**config.mk**
```make
export PLATFORM = sky130hd
export DESIGN_NAME = handheld_console_timer
export DESIGN_NICKNAME = d
export VERILOG_FILES = /design/src/sv/hct_pkg.sv /design/src/sv/hct_ctrl.sv /design/src/sv/hct_dp.sv /design/src/sv/handheld_console_timer.sv
export SDC_FILE = /design/constraint.sdc
export NUM_CORES = 1
export LEC_CHECK = 0
export ABC_AREA = 0
export BUFFER_PORTS_ARGS = -buffer_cell sky130_fd_sc_hd__buf_4
export CORE_ASPECT_RATIO = 0.6
export CORE_MARGIN = 3
export CORE_UTILIZATION = 60
export CTS_BUF_LIST = sky130_fd_sc_hd__clkbuf_8
export CTS_CLUSTER_DIAMETER = 50
export DETAILED_ROUTE_END_ITERATION = 10
export PLACE_DENSITY = 0.79
export SYNTH_ARGS = -nofsm -noshare
export SYNTH_HDL_FRONTEND = slang
export SYNTH_SLANG_ARGS = --single-unit
```
**constraint.sdc**
```tcl
create_clock -name clk -period 4.65 [get_ports clk]
set_clock_uncertainty 0.15 [all_clocks]
set_input_delay 0.6975 -clock clk [delete_from_list [all_inputs] [get_ports clk]]
set_output_delay 0.6975 -clock clk [all_outputs]
set_load 0.01 [all_outputs]
```
**src/sv/hct_pkg.sv**
```systemverilog
package hct_pkg;

	// Default periods, in machine cycles.
	localparam int unsigned DIV_PERIOD_DEF  = 256;
	localparam int unsigned PERIOD_SEL0_DEF = 1024;
	localparam int unsigned PERIOD_SEL1_DEF = 16;
	localparam int unsigned PERIOD_SEL2_DEF = 64;
	localparam int unsigned PERIOD_SEL3_DEF = 256;

	// Accumulator widths: the divider holds up to 255 + 255, the counter up to 2047 + 255.
	localparam int unsigned DIV_ACC_W = 9;
	localparam int unsigned CNT_ACC_W = 12;
	localparam int unsigned CNT_TICKS_W = 11;

	// Register addresses on the bus.
	localparam logic [15:0] ADDR_DIV  = 16'hFF04;
	localparam logic [15:0] ADDR_TIMA = 16'hFF05;
	localparam logic [15:0] ADDR_TMA  = 16'hFF06;
	localparam logic [15:0] ADDR_TAC  = 16'hFF07;

	localparam logic [7:0] BYTE_UNMAPPED = 8'hFF;
	localparam int unsigned TAC_ENABLE_BIT = 2;

	typedef enum logic [1:0] {
		FUNC_TICK  = 2'd0,
		FUNC_READ  = 2'd1,
		FUNC_WRITE = 2'd2,
		FUNC_NONE  = 2'd3
	} func_t;

	// Commands from the controller to the datapath.
	typedef struct packed {
		logic load;
		logic step;
		logic finish;
	} hct_cmd_t;

	// Status from the datapath to the controller.
	typedef struct packed {
		logic pending;
	} hct_sts_t;

	// Counter period for a TAC select code.
	function automatic logic [CNT_ACC_W-1:0] period_of(
		input logic [1:0] sel,
		input logic [CNT_ACC_W-1:0] p0,
		input logic [CNT_ACC_W-1:0] p1,
		input logic [CNT_ACC_W-1:0] p2,
		input logic [CNT_ACC_W-1:0] p3
	);
		logic [CNT_ACC_W-1:0] p;
		unique case (sel)
			2'd0: p = p0;
			2'd1: p = p1;
			2'd2: p = p2;
			default: p = p3;
		endcase
		return p;
	endfunction

endpackage

```
**src/sv/hct_ctrl.sv**
```systemverilog
module hct_ctrl (
	input  logic               clk,
	input  logic               arst_n,
	input  logic               in_valid,
	output logic               in_stall,
	output logic               out_valid,
	input  logic               out_stall,
	input  hct_pkg::hct_sts_t  sts,
	output hct_pkg::hct_cmd_t  cmd
);

	typedef enum logic [1:0] {
		ST_IDLE = 2'b01,
		ST_RUN  = 2'b10
	} state_t;

	state_t state_q;
	logic   out_valid_q;
	logic   out_free;

	assign out_free   = !out_valid_q || !out_stall;
	assign in_stall   = (state_q != ST_IDLE);
	assign out_valid  = out_valid_q;

	assign cmd.load   = (state_q == ST_IDLE) && in_valid;
	assign cmd.step   = (state_q == ST_RUN);
	assign cmd.finish = (state_q == ST_RUN) && !sts.pending && out_free;

	always_ff @(posedge clk or negedge arst_n) begin
		if (!arst_n) begin
			state_q     <= ST_IDLE;
			out_valid_q <= 1'b0;
		end else begin
			unique case (state_q)
				ST_IDLE: begin
					if (cmd.load) begin
						state_q <= ST_RUN;
					end
				end
				ST_RUN: begin
					if (cmd.finish) begin
						state_q <= ST_IDLE;
					end
				end
				default: begin
					state_q <= ST_IDLE;
				end
			endcase

			if (cmd.finish) begin
				out_valid_q <= 1'b1;
			end else if (!out_stall) begin
				out_valid_q <= 1'b0;
			end
		end
	end

endmodule

```
**src/sv/hct_dp.sv**
```systemverilog
module hct_dp #(
	parameter int unsigned DIV_PERIOD  = hct_pkg::DIV_PERIOD_DEF,
	parameter int unsigned PERIOD_SEL0 = hct_pkg::PERIOD_SEL0_DEF,
	parameter int unsigned PERIOD_SEL1 = hct_pkg::PERIOD_SEL1_DEF,
	parameter int unsigned PERIOD_SEL2 = hct_pkg::PERIOD_SEL2_DEF,
	parameter int unsigned PERIOD_SEL3 = hct_pkg::PERIOD_SEL3_DEF
) (
	input  logic               clk,
	input  logic               arst_n,
	input  hct_pkg::hct_cmd_t  cmd,
	output hct_pkg::hct_sts_t  sts,
	input  logic [1:0]         func,
	input  logic [7:0]         cycle_count,
	input  logic [15:0]        bus_address,
	input  logic [7:0]         write_data,
	output logic [7:0]         read_data,
	output logic               timer_irq
);

	localparam int unsigned DW = hct_pkg::DIV_ACC_W;
	localparam int unsigned CW = hct_pkg::CNT_ACC_W;
	localparam int unsigned TW = hct_pkg::CNT_TICKS_W;
	localparam logic [DW-1:0] DIV_P = DW'(DIV_PERIOD);

	// Latched item.
	hct_pkg::func_t func_q;
	logic [15:0]    addr_q;
	logic [7:0]     data_q;

	// Working accumulators and the overflow flag of the current tick.
	logic [DW-1:0]  div_acc_q;
	logic [CW-1:0]  cnt_acc_q;
	logic           irq_q;

	// Timer registers.
	logic [7:0]     div_ticks_q;
	logic [7:0]     div_value_q;
	logic [TW-1:0]  cnt_ticks_q;
	logic [7:0]     tima_q;
	logic [7:0]     tma_q;
	logic [7:0]     tac_q;

	// Result register.
	logic [7:0]     read_data_q;
	logic           timer_irq_q;

	logic           is_tick;
	logic           div_go;
	logic           cnt_go;
	logic [CW-1:0]  period;
	logic [7:0]     rd_byte;

	assign period = hct_pkg::period_of(tac_q[1:0], CW'(PERIOD_SEL0), CW'(PERIOD_SEL1),
		CW'(PERIOD_SEL2), CW'(PERIOD_SEL3));

	assign is_tick     = (func_q == hct_pkg::FUNC_TICK);
	assign div_go      = is_tick && (div_acc_q >= DIV_P);
	assign cnt_go      = is_tick && tac_q[hct_pkg::TAC_ENABLE_BIT] && (cnt_acc_q >= period);
	assign sts.pending = div_go || cnt_go;

	always_comb begin
		priority if (addr_q == hct_pkg::ADDR_DIV) begin
			rd_byte = div_value_q;
		end else if (addr_q == hct_pkg::ADDR_TIMA) begin
			rd_byte = tima_q;
		end else if (addr_q == hct_pkg::ADDR_TMA) begin
			rd_byte = tma_q;
		end else if (addr_q == hct_pkg::ADDR_TAC) begin
			rd_byte = tac_q;
		end else begin
			rd_byte = hct_pkg::BYTE_UNMAPPED;
		end
	end

	// Item latch, accumulators and result byte carry no reset.
	always_ff @(posedge clk) begin
		if (cmd.load) begin
			func_q    <= hct_pkg::func_t'(func);
			addr_q    <= bus_address;
			data_q    <= write_data;
			div_acc_q <= {1'b0, div_ticks_q} + DW'(cycle_count);
			cnt_acc_q <= {1'b0, cnt_ticks_q} + CW'(cycle_count);
		end else if (cmd.step) begin
			if (div_go) begin
				div_acc_q <= div_acc_q - DIV_P;
			end
			if (cnt_go) begin
				cnt_acc_q <= cnt_acc_q - period;
			end
		end
		if (cmd.finish) begin
			read_data_q <= (func_q == hct_pkg::FUNC_READ) ? rd_byte : hct_pkg::BYTE_UNMAPPED;
			timer_irq_q <= is_tick && irq_q;
		end
	end

	always_ff @(posedge clk or negedge arst_n) begin
		if (!arst_n) begin
			irq_q       <= 1'b0;
			div_ticks_q <= '0;
			div_value_q <= '0;
			cnt_ticks_q <= '0;
			tima_q      <= '0;
			tma_q       <= '0;
			tac_q       <= '0;
		end else if (cmd.load) begin
			irq_q <= 1'b0;
		end else if (cmd.finish) begin
			if (is_tick) begin
				div_ticks_q <= div_acc_q[7:0];
				if (tac_q[hct_pkg::TAC_ENABLE_BIT]) begin
					cnt_ticks_q <= cnt_acc_q[TW-1:0];
				end
			end else if (func_q == hct_pkg::FUNC_WRITE) begin
				unique case (addr_q)
					hct_pkg::ADDR_DIV: begin
						div_value_q <= '0;
						div_ticks_q <= '0;
					end
					hct_pkg::ADDR_TIMA: begin
						tima_q <= data_q;
					end
					hct_pkg::ADDR_TMA: begin
						tma_q <= data_q;
					end
					hct_pkg::ADDR_TAC: begin
						tac_q <= data_q;
					end
					default: begin
						// Writes outside the register window are dropped.
					end
				endcase
			end
		end else if (cmd.step) begin
			if (div_go) begin
				div_value_q <= div_value_q + 8'd1;
			end
			if (cnt_go) begin
				// An increment past 0xFF reloads from TMA and flags the interrupt.
				if (tima_q == 8'hFF) begin
					tima_q <= tma_q;
					irq_q  <= 1'b1;
				end else begin
					tima_q <= tima_q + 8'd1;
				end
			end
		end
	end

	assign read_data = read_data_q;
	assign timer_irq = timer_irq_q;

endmodule

```
**src/sv/handheld_console_timer.sv**
```systemverilog
// Console timer with a free-running divider (DIV), a counter (TIMA), a reload value
// (TMA) and a control byte (TAC), mapped at 0xFF04 to 0xFF07. Every accepted item
// gives exactly one result item. The item is loaded on acceptance; a tick then
// iterates while divider or counter steps remain, the datapath taking one divider
// step and one counter step per clock, while a bus read or write or an unused
// function code takes no steps. The result then enters the output register once
// that register is free. Just after the period is shortened, the counter
// accumulator may hold up to 1023 + 255 machine cycles for the first tick to drain.
// The next item is accepted as soon as the current one has entered the output
// register, even while that result is still stalled downstream.
module handheld_console_timer #(
	parameter int unsigned DIV_PERIOD  = hct_pkg::DIV_PERIOD_DEF,
	parameter int unsigned PERIOD_SEL0 = hct_pkg::PERIOD_SEL0_DEF,
	parameter int unsigned PERIOD_SEL1 = hct_pkg::PERIOD_SEL1_DEF,
	parameter int unsigned PERIOD_SEL2 = hct_pkg::PERIOD_SEL2_DEF,
	parameter int unsigned PERIOD_SEL3 = hct_pkg::PERIOD_SEL3_DEF
) (
	input  logic        clk,
	input  logic        arst_n,
	input  logic        in_valid,
	output logic        in_stall,
	input  logic [1:0]  func,
	input  logic [7:0]  cycle_count,
	input  logic [15:0] bus_address,
	input  logic [7:0]  write_data,
	output logic        out_valid,
	input  logic        out_stall,
	output logic [7:0]  read_data,
	output logic        timer_irq
);

	hct_pkg::hct_cmd_t cmd;
	hct_pkg::hct_sts_t sts;

	// The controller sequences each item: load, iterate while steps remain, then
	// commit the item into the timer registers and the output register together.
	hct_ctrl u_ctrl (
		.clk       (clk),
		.arst_n    (arst_n),
		.in_valid  (in_valid),
		.in_stall  (in_stall),
		.out_valid (out_valid),
		.out_stall (out_stall),
		.sts       (sts),
		.cmd       (cmd)
	);

	// The datapath holds the timer registers, the working accumulators and the
	// result register.
	hct_dp #(
		.DIV_PERIOD  (DIV_PERIOD),
		.PERIOD_SEL0 (PERIOD_SEL0),
		.PERIOD_SEL1 (PERIOD_SEL1),
		.PERIOD_SEL2 (PERIOD_SEL2),
		.PERIOD_SEL3 (PERIOD_SEL3)
	) u_dp (
		.clk         (clk),
		.arst_n      (arst_n),
		.cmd         (cmd),
		.sts         (sts),
		.func        (func),
		.cycle_count (cycle_count),
		.bus_address (bus_address),
		.write_data  (write_data),
		.read_data   (read_data),
		.timer_irq   (timer_irq)
	);

endmodule

```
Yosys cells after proc, flatten, opt, wreduce, memory -nomap -nowiden --
Cells that the tools add are included.
Storage, ports and cells: flip-flop bits (word level) 111, bits of input ports 38, word-level logic and storage cells 114
Cells by class: $add $sub $neg 6, magnitude comparators 2, eq/ne operators 20, multiplexer cells 35, bitwise logic cells 2, reductions and logical operators 33
Operator list (number):
- 8-bit 2-to-1 mux | 18
- 16-bit == test (second input constant) | 4
- 12-bit 2-to-1 mux | 3
- 11-bit one-hot mux with 3 select lines | 1
- 9-bit 2-to-1 mux | 3
- 2-bit nonzero test | 9
- 8-bit by 1-bit adder with 8-bit output (second input constant) | 2
- 11-bit by 8-bit adder with 12-bit output | 1
- 12-bit by 11-bit greater-or-equal comparator with 1-bit output | 1
- 2-bit by 1-bit inequality test with 1-bit output (second input constant) | 6
- 4-bit AND reduction | 3
- 6-bit AND reduction | 2
- 12-bit by 11-bit subtractor with 12-bit output | 1
- 5-bit AND reduction | 2
- 8-bit by 8-bit adder with 9-bit output | 1
- 9-bit greater-or-equal comparator (second input constant) | 1
- 9-bit subtractor (second input constant) | 1
- 8-bit == test (second input constant) | 1
- 1-bit logical AND | 7
- 1-bit 2-to-1 mux | 7
- 2-bit by 1-bit == test with 1-bit output (second input constant) | 3
- 2-bit == test (second input constant) | 3
- 2-bit inequality test (second input constant) | 3
- 2-bit AND reduction | 3
- other kinds (6) | 12

Logic depth before layout (Yosys ltp) --
Gate-level depths: netlist (run 1).
depth after elaboration 10, mapped depth 10, gate-level depth less buffers 10

Hierarchy --
Synthesis (run 1) repeated with hierarchy kept, for this count alone.
Unflattened totals: cells, all modules 488, area total of the unflattened synthesis 5610.4 um^2
Modules (own cells, without submodules):
- hct_dp | times used 1, cells each 475, area each 5465.2 um^2
- hct_ctrl | times used 1, cells each 13, area each 145.1 um^2

Least setup slack after synthesis (run 1) --
OpenSTA, ideal clock, no wires.
path kind register to register, start point register u_dp.tac_q[0], end point register u_dp.tima_q[1], setup time 0.125 ns, arrival time 2.634 ns, slack 1.741 ns, cell stages (with the launch flop) 10, period minus slack after synthesis 2.909 ns, cell sequence dfrtp_1 > or2_2 > ha_1 > o21a_1 > o311ai_1 > and3_1 > nand2_1 > inv_1 > o21ai_0 > mux2_2
RTL lines:
- from (decl) | RTL line hct_dp.sv:41 | logic [7:0] tac_q;
- from (signal assigned) | RTL line hct_dp.sv:127 | tac_q <= data_q;
- to (signal assigned) | RTL line hct_dp.sv:121 | tima_q <= data_q;
- to (signal assigned) | RTL line hct_dp.sv:141 | tima_q <= tma_q;
- to (signal assigned) | RTL line hct_dp.sv:144 | tima_q <= tima_q + 8'd1;
- to (decl) | RTL line hct_dp.sv:39 | logic [7:0] tima_q;

Worst setup path in the final report (run 1) --
start point register u_dp.tac_q[0], end point register u_dp.cnt_ticks_q[7]
Between the ends: cells in the longest elaborated chain, start to end 9, elaborated cells between the ends (all ways) 11
Ends and longest elaborated chain:
- 2-bit == test (tied with other cells) | RTL line hct_pkg.sv:52 | unique case (sel)
- 11-bit one-hot mux with 3 select lines * | RTL line hct_pkg.sv:52
- 12-bit by 11-bit greater-or-equal comparator with 1-bit output * | RTL line hct_dp.sv:58 | assign cnt_go = is_tick && tac_q[hct_pkg::TAC_ENABLE_BIT] && (cnt_acc_q >= period);
- 1-bit logical AND * | RTL line hct_dp.sv:58
- 1-bit logical OR * | RTL line hct_dp.sv:59 | assign sts.pending = div_go || cnt_go;
- 1-bit zero test * | RTL line hct_ctrl.sv:27 | assign cmd.finish = (state_q == ST_RUN) && !sts.pending && out_free;
- 1-bit logical AND * (2 in a row) | RTL line hct_ctrl.sv:27
- 4-bit AND reduction (no source line) *
- to (signal assigned) | RTL line hct_dp.sv:112 | cnt_ticks_q <= cnt_acc_q[TW-1:0];
- to (decl) | RTL line hct_dp.sv:38 | logic [TW-1:0] cnt_ticks_q;
Mark *: on every way between the ends. The rest lies on a longest branch, timed or not. A chain may end at the register's enable or synchronous reset.

==> results of run 1 <==
-- state kept, by name, indices dropped and copies added (netlist names) --
signal	cells
u_dp.addr_q	16
u_dp.cnt_acc_q	12
u_dp.cnt_ticks_q	11
u_dp.div_acc_q	9
u_dp.data_q	8
u_dp.div_ticks_q	8
u_dp.div_value_q	8
u_dp.read_data	8
u_dp.tac_q	8
u_dp.tima_q	8
u_dp.tma_q	8
u_ctrl.state_q	2
u_dp.func_q	2
u_ctrl.out_valid	1
u_dp.irq_q	1
u_dp.timer_irq	1
-- power groups by stage --
stage               clock (uW)  sequential, uW  combinational (uW)
floorplan                    0            1400                 534
global placement             0            1460                 701
detailed placement           0            1460                 744
CTS                        644            1450                 746
global route               680            1480                 835
finish                     637            1450                 749
-- metal layers --
metal  share of wire (%)  track usage, %
met1                  47            39.8
met5                   0               0
met3                 9.6            7.69
met2                  42            36.8
met4                 1.3            6.50
-- worst paths after layout --
kind	from	to	slack, ns	cells past startpoint
setup / recovery	u_dp.tac_q[0]$_DFFE_PN0P_	u_dp.cnt_ticks_q[7]$_DFFE_PN0P_	1.23	7
hold / removal	arst_n	u_dp.div_ticks_q[1]$_DFFE_PN0P_	0.21	1
setup reg to reg	u_dp.tac_q[0]$_DFFE_PN0P_	u_dp.cnt_ticks_q[7]$_DFFE_PN0P_	1.23	7
hold reg to reg	u_dp.div_acc_q[1]$_DFFE_PP_	u_dp.div_ticks_q[1]$_DFFE_PN0P_	0.34	1
max in group asynchronous	arst_n	u_dp.cnt_ticks_q[9]$_DFFE_PN0P_	3.66	1
min in group clk	bus_address[0]	u_dp.addr_q[0]$_DFFE_PP_	0.33	1
-- logic make-up (layout without fill, tap and decap cells) --
logic type / after synthesis / after routing / share of synthesized area, %
xor gates and xnor gates: 20 / 20 / 3.21
adders and majority gates: 25 / 25 / 6.01
AOI/OAI and AO/OA: 119 / 119 / 13.9
buffers and inverters: 27 / 86 / 1.90
DFF: 111 / 111 / 56.1
and+or+nand+nor: 134 / 134 / 12.7
muxes: 31 / 31 / 6.26
-- layout make-up --
cell class	count	area, sq um	share of cell area, %
sequential	111	3060	49.6
multi-input combinational	329	2290	37.2
clock buffer	9	124	2.01
timing repair buffer	52	390	6.33
tap	112	140	2.27
inverter	18	67.6	1.09
clock inverter	7	96.3	1.56
-- per-stage QoR --
stage	power [uW]	worst slack, ns	area (sq um)
after CTS	2840	1.32	6170
after global routing	2990	1.03	6170
after floorplan	1940	1.74	5460
final	2840	1.23	6170
after global placement	2160	1.40	5950
after detailed placement	2210	1.31	5950
-- Yosys cell counts (5+ instances only) --
library cell | number | area, sq um
a21oi_1 | 24 | 120
a22o_1 | 9 | 78.8
a31oi_1 | 6 | 37.5
and2_1 | 7 | 43.8
and3_1 | 5 | 31.3
clkbuf_1 | 5 | 18.8
dfrtp_1 | 54 | 1350
edfxtp_1 | 56 | 1680
ha_1 | 23 | 288
inv_1 | 17 | 63.8
mux2_2 | 25 | 282
mux2i_1 | 6 | 60.1
nand2_1 | 37 | 139
nand2b_1 | 6 | 37.5
nand3_1 | 16 | 80.1
nand4_1 | 5 | 31.3
nor2_1 | 30 | 113
nor2b_1 | 6 | 37.5
o21a_1 | 5 | 37.5
o21ai_0 | 32 | 160
o22ai_1 | 17 | 106
xnor2_1 | 9 | 78.8
xor2_1 | 11 | 96.3
==> results_dict.tcl, run 1 <==
set metrics [dict create \
    outcome "completed" \
    final_common_cell "edfxtp_1" \
    dp_hpwl_mm 9.21 \
    rows 26 \
    power_density_nw_per_um2 460 \
    final_cell_mix "edfxtp_1 (56), dfrtp_1 (54), buf_4 (52)" \
    cts_buffers 9 \
    finalNetCount 584 \
    gp_congestion 0.909 \
    num-fill-cells 636 \
    path_delay_family "simple AND/OR/NAND/NOR gates" \
    start_util_pct 62.8 \
    ys_types 57 \
    postSynthNetCount 530 \
    clock_latency_ns 0.39 \
    fin_crit_sh_pct 73.5 \
    final_hold_viol_count 0 \
    rsz0062_at_grt "false" \
    drv_slew 0 \
    synth.avg_cell_area_sq_um 11.7 \
    seq_area_frac_synth_pct 56.1 \
    pwr-share-clk_pct 22.4 \
    min_period_ns 3.42 \
    dr.pass1.iters 5 \
    yosysWarnings 0 \
    num_antenna_cells 0 \
    synth_area_sq_um 5460 \
    fin_setup_tns_ns 0 \
    grt.total_usage_pct 26.2 \
    synth_edf_count 56 \
    p_switching_uw 938 \
    seq_power_share_pct 51.2 \
    critPathKind "flop to flop" \
    grt_pass1_wl_mm 20.3 \
    place.port_buffers 48 \
    hold_slack_ns 0.208 \
    relSlewSlack_pct 49.6 \
    critPathBufInv 0 \
    ant_nets 0 \
    switching_share_pct 33.0 \
    via_per_inst 6.29 \
    routed_wl_mm 12.6 \
    vias 4010 \
    worstSetupStartpointType "flop" \
    antenna_found_initial 0 \
    p_int_uw 1900 \
    ys_seq_elements 111 \
    vdd_drop_max_uv 248 \
    cts_buffer_depth 2 \
    die_h_microns 79.9 \
    dp.cells 622 \
    clock.fmax_mhz 293 \
    crit_slowest_cell "nand4_1" \
    core_area_sq_um 8690 \
    worstMarginPinSlew_ns 0.754 \
    grt_max_degree 56 \
    cp.arrival_ns 3.54 \
    detail_route.wl_per_cell_microns 19.8 \
    synth-main-ff-cell "edfxtp_1" \
    cts_setup_buffers 0 \
    cap_violations 0 \
    slowest_delay_ns 0.63 \
    die_area_sq_um 10300 \
    cts_hold_buf 0 \
    grt-ovfl-total 0 \
    setup_violations 0 \
    cts_resized 0 \
    synth-async-reset-ratio_pct 49.5 \
    drtIter0Drc 389 \
    grt_pass1_vias 3793 \
    clk_pin_slew_worst_paths_ns 0.11 \
    cts-htree-levels 3 \
    crit_required_ns 4.77 \
    cts_root_buffer "clkbuf_8" \
    path_max_fanout 13 \
    stdcell_count 638 \
    cts_tree "done" \
    crit_path_cell_trace "or2_2 > ha_1 > o21a_1 > o311ai_1 > and3_1 > nand4_1 > mux2_2" \
    syn_inst 467 \
    clock_sinks 111 \
    hold_path.class "input pin to asynchronous set/reset pin" \
    layout-drive-gt1-share_pct 18.8 \
    cellLeakagePower_uw 0.00260 \
    endpoint_kind "flop" \
    ios 49 \
    post-route-drc-count 0 \
    fp.dieW_microns 129 \
    finish.utilization_pct 71.0 \
    syn_to_final_growth_pct 13.1 \
    pwr-share-comb_pct 26.4 \
]
No activity file was read; power rests on OpenSTA's default activity.
==> run 2, diff against run 1 <==
==> constraint.sdc (replaced) <==
create_clock -name clk -period 3.38 [get_ports clk]
set_clock_uncertainty 0.15 [all_clocks]
set_input_delay 0.507 -clock clk [delete_from_list [all_inputs] [get_ports clk]]
set_output_delay 0.507 -clock clk [all_outputs]
set_load 0.01 [all_outputs]
==> results_dict.tcl, run 2 (synthesis results as in run 1) <==
set metrics [dict create \
    outcome "completed" \
    reg_top3 "u_dp.addr_q x16, u_dp.cnt_acc_q x12, u_dp.cnt_ticks_q x11" \
    largest_register_ffs 16 \
    final_cell_mix "edfxtp_1 (56), buf_4 (54), dfrtp_1 (54)" \
    drv_slew 0 \
    hold_slack_ns 0.0258 \
    final_hold_viol_count 0 \
    ios 49 \
    antenna_found_initial 0 \
    syn_to_final_growth_pct 12.9 \
    fin_setup_tns_ns 0 \
    crit_required_ns 3.47 \
    post-route-drc-count 0 \
    grt_pass1_vias 3867 \
    critPathKind "flop to flop" \
    finalNetCount 587 \
    endpoint_kind "flop" \
    die_area_sq_um 10300 \
    worstSetupStartpointType "flop" \
    rows 26 \
    cts_buffer_depth 2 \
    cts_tree "done" \
    core_area_sq_um 8690 \
    vdd_drop_max_uv 350 \
    clock_latency_ns 0.37 \
    cts_root_buffer "clkbuf_8" \
    drtIter0Drc 478 \
    detail_route.wl_per_cell_microns 19.3 \
    grt-ovfl-total 0 \
    cts_setup_buffers 0 \
    cp.arrival_ns 3.25 \
    vias 4025 \
    cts_resized 0 \
    path_max_fanout 9 \
    ant_nets 0 \
    fin_crit_sh_pct 93.3 \
    clk_pin_slew_worst_paths_ns 0.10 \
    relSlewSlack_pct 40.6 \
    grt_pass1_wl_mm 20.5 \
    worstMarginPinSlew_ns 0.886 \
    cts_buffers 9 \
    stdcell_count 641 \
    gp_congestion 0.892 \
    finish.utilization_pct 70.9 \
    die_h_microns 79.9 \
    dr.pass1.iters 5 \
    min_period_ns 3.15 \
    routed_wl_mm 12.4 \
    layout-drive-gt1-share_pct 19.5 \
    num_antenna_cells 0 \
    power_density_nw_per_um2 609 \
    dp_hpwl_mm 9.22 \
    clock.fmax_mhz 317 \
    grt.total_usage_pct 26.0 \
    num-fill-cells 626 \
    dp.cells 625 \
    place.port_buffers 48 \
    setup_violations 0 \
    cellLeakagePower_uw 0.00259 \
    clock_sinks 111 \
    hold_path.class "input pin to asynchronous set/reset pin" \
    via_per_inst 6.28 \
    rsz0062_at_grt "false" \
    top_register "u_dp.addr_q" \
    fp.dieW_microns 129 \
    start_util_pct 62.8 \
    cap_violations 0 \
    grt_max_degree 56 \
    cts-htree-levels 3 \
    cts_hold_buf 0 \
    final_common_cell "edfxtp_1" \
]
## run 2: changes by cell type in the layout (fill, tap and decap cells not counted), sizes merged
cell,previous run,this run
buf,52,55
clkinv,3,5
inv,18,17
bufinv,2,0
clkinvlp,2,3
## run 2: final cells by class
cell class                 instances  area (sq um)  area share, %
tap                              112           140           2.28
clock inverter                     7          50.0          0.813
clock buffer                       9           124           2.01
sequential                       111          3060           49.7
multi-input combinational        329          2290           37.2
inverter                          18          67.6           1.10
timing repair buffer              55           425           6.91
## run 2: metrics by stage
step	instance area, sq um	worst slack [ns]	power (uW)
after global placement	5990	0.486	2990
after detailed placement	5990	0.245	3040
after CTS	6160	0.231	3750
final	6160	0.226	3750
after global routing	6160	0.0637	3980
after floorplan	5460	0.471	2660
## run 2: worst paths after layout
| kind | startpoint | end | cells after the start | slack [ns] |
|---|---|---|---|---|
| setup / recovery | u_dp.tac_q[0]$_DFFE_PN0P_ | u_dp.tima_q[0]$_DFFE_PN0P_ | 9 | 0.23 |
| hold / removal | arst_n | u_dp.div_ticks_q[2]$_DFFE_PN0P_ | 1 | 0.03 |
| setup reg to reg | u_dp.tac_q[0]$_DFFE_PN0P_ | u_dp.tima_q[0]$_DFFE_PN0P_ | 9 | 0.23 |
| hold reg to reg | u_dp.div_acc_q[5]$_DFFE_PP_ | u_dp.div_ticks_q[5]$_DFFE_PN0P_ | 1 | 0.33 |
| max in group asynchronous | arst_n | u_dp.tima_q[4]$_DFFE_PN0P_ | 1 | 2.58 |
| min in group clk | bus_address[10] | u_dp.addr_q[10]$_DFFE_PP_ | 1 | 0.15 |
## run 2: per-layer routing
layer	GRT usage [%]	routed length (microns)	up-vias	share of wire, %
met5	0	0	-	0
met4	5.14	123	0	0.99
met3	6.48	1180	17	9.5
met2	36.8	5160	203	42
met1	40.7	5910	1942	48
li1	-	-	1863	-
## run 2: power by group
part | internal (uW) | total, uW | switching [uW]
clock network | 268 | 721 | 453
logic | 441 | 1030 | 594
registers | 1770 | 1990 | 225
## run 2: worst max-delay path: stages, from the launching register on
cell       delay, ns
dfrtp_1         0.44
or2_2           0.31
ha_1            0.34
o21a_1          0.13
o311ai_1        0.31
and3_1          0.32
nand2_1         0.28
buf_4           0.28
a2111oi_0       0.36
a211oi_1        0.09
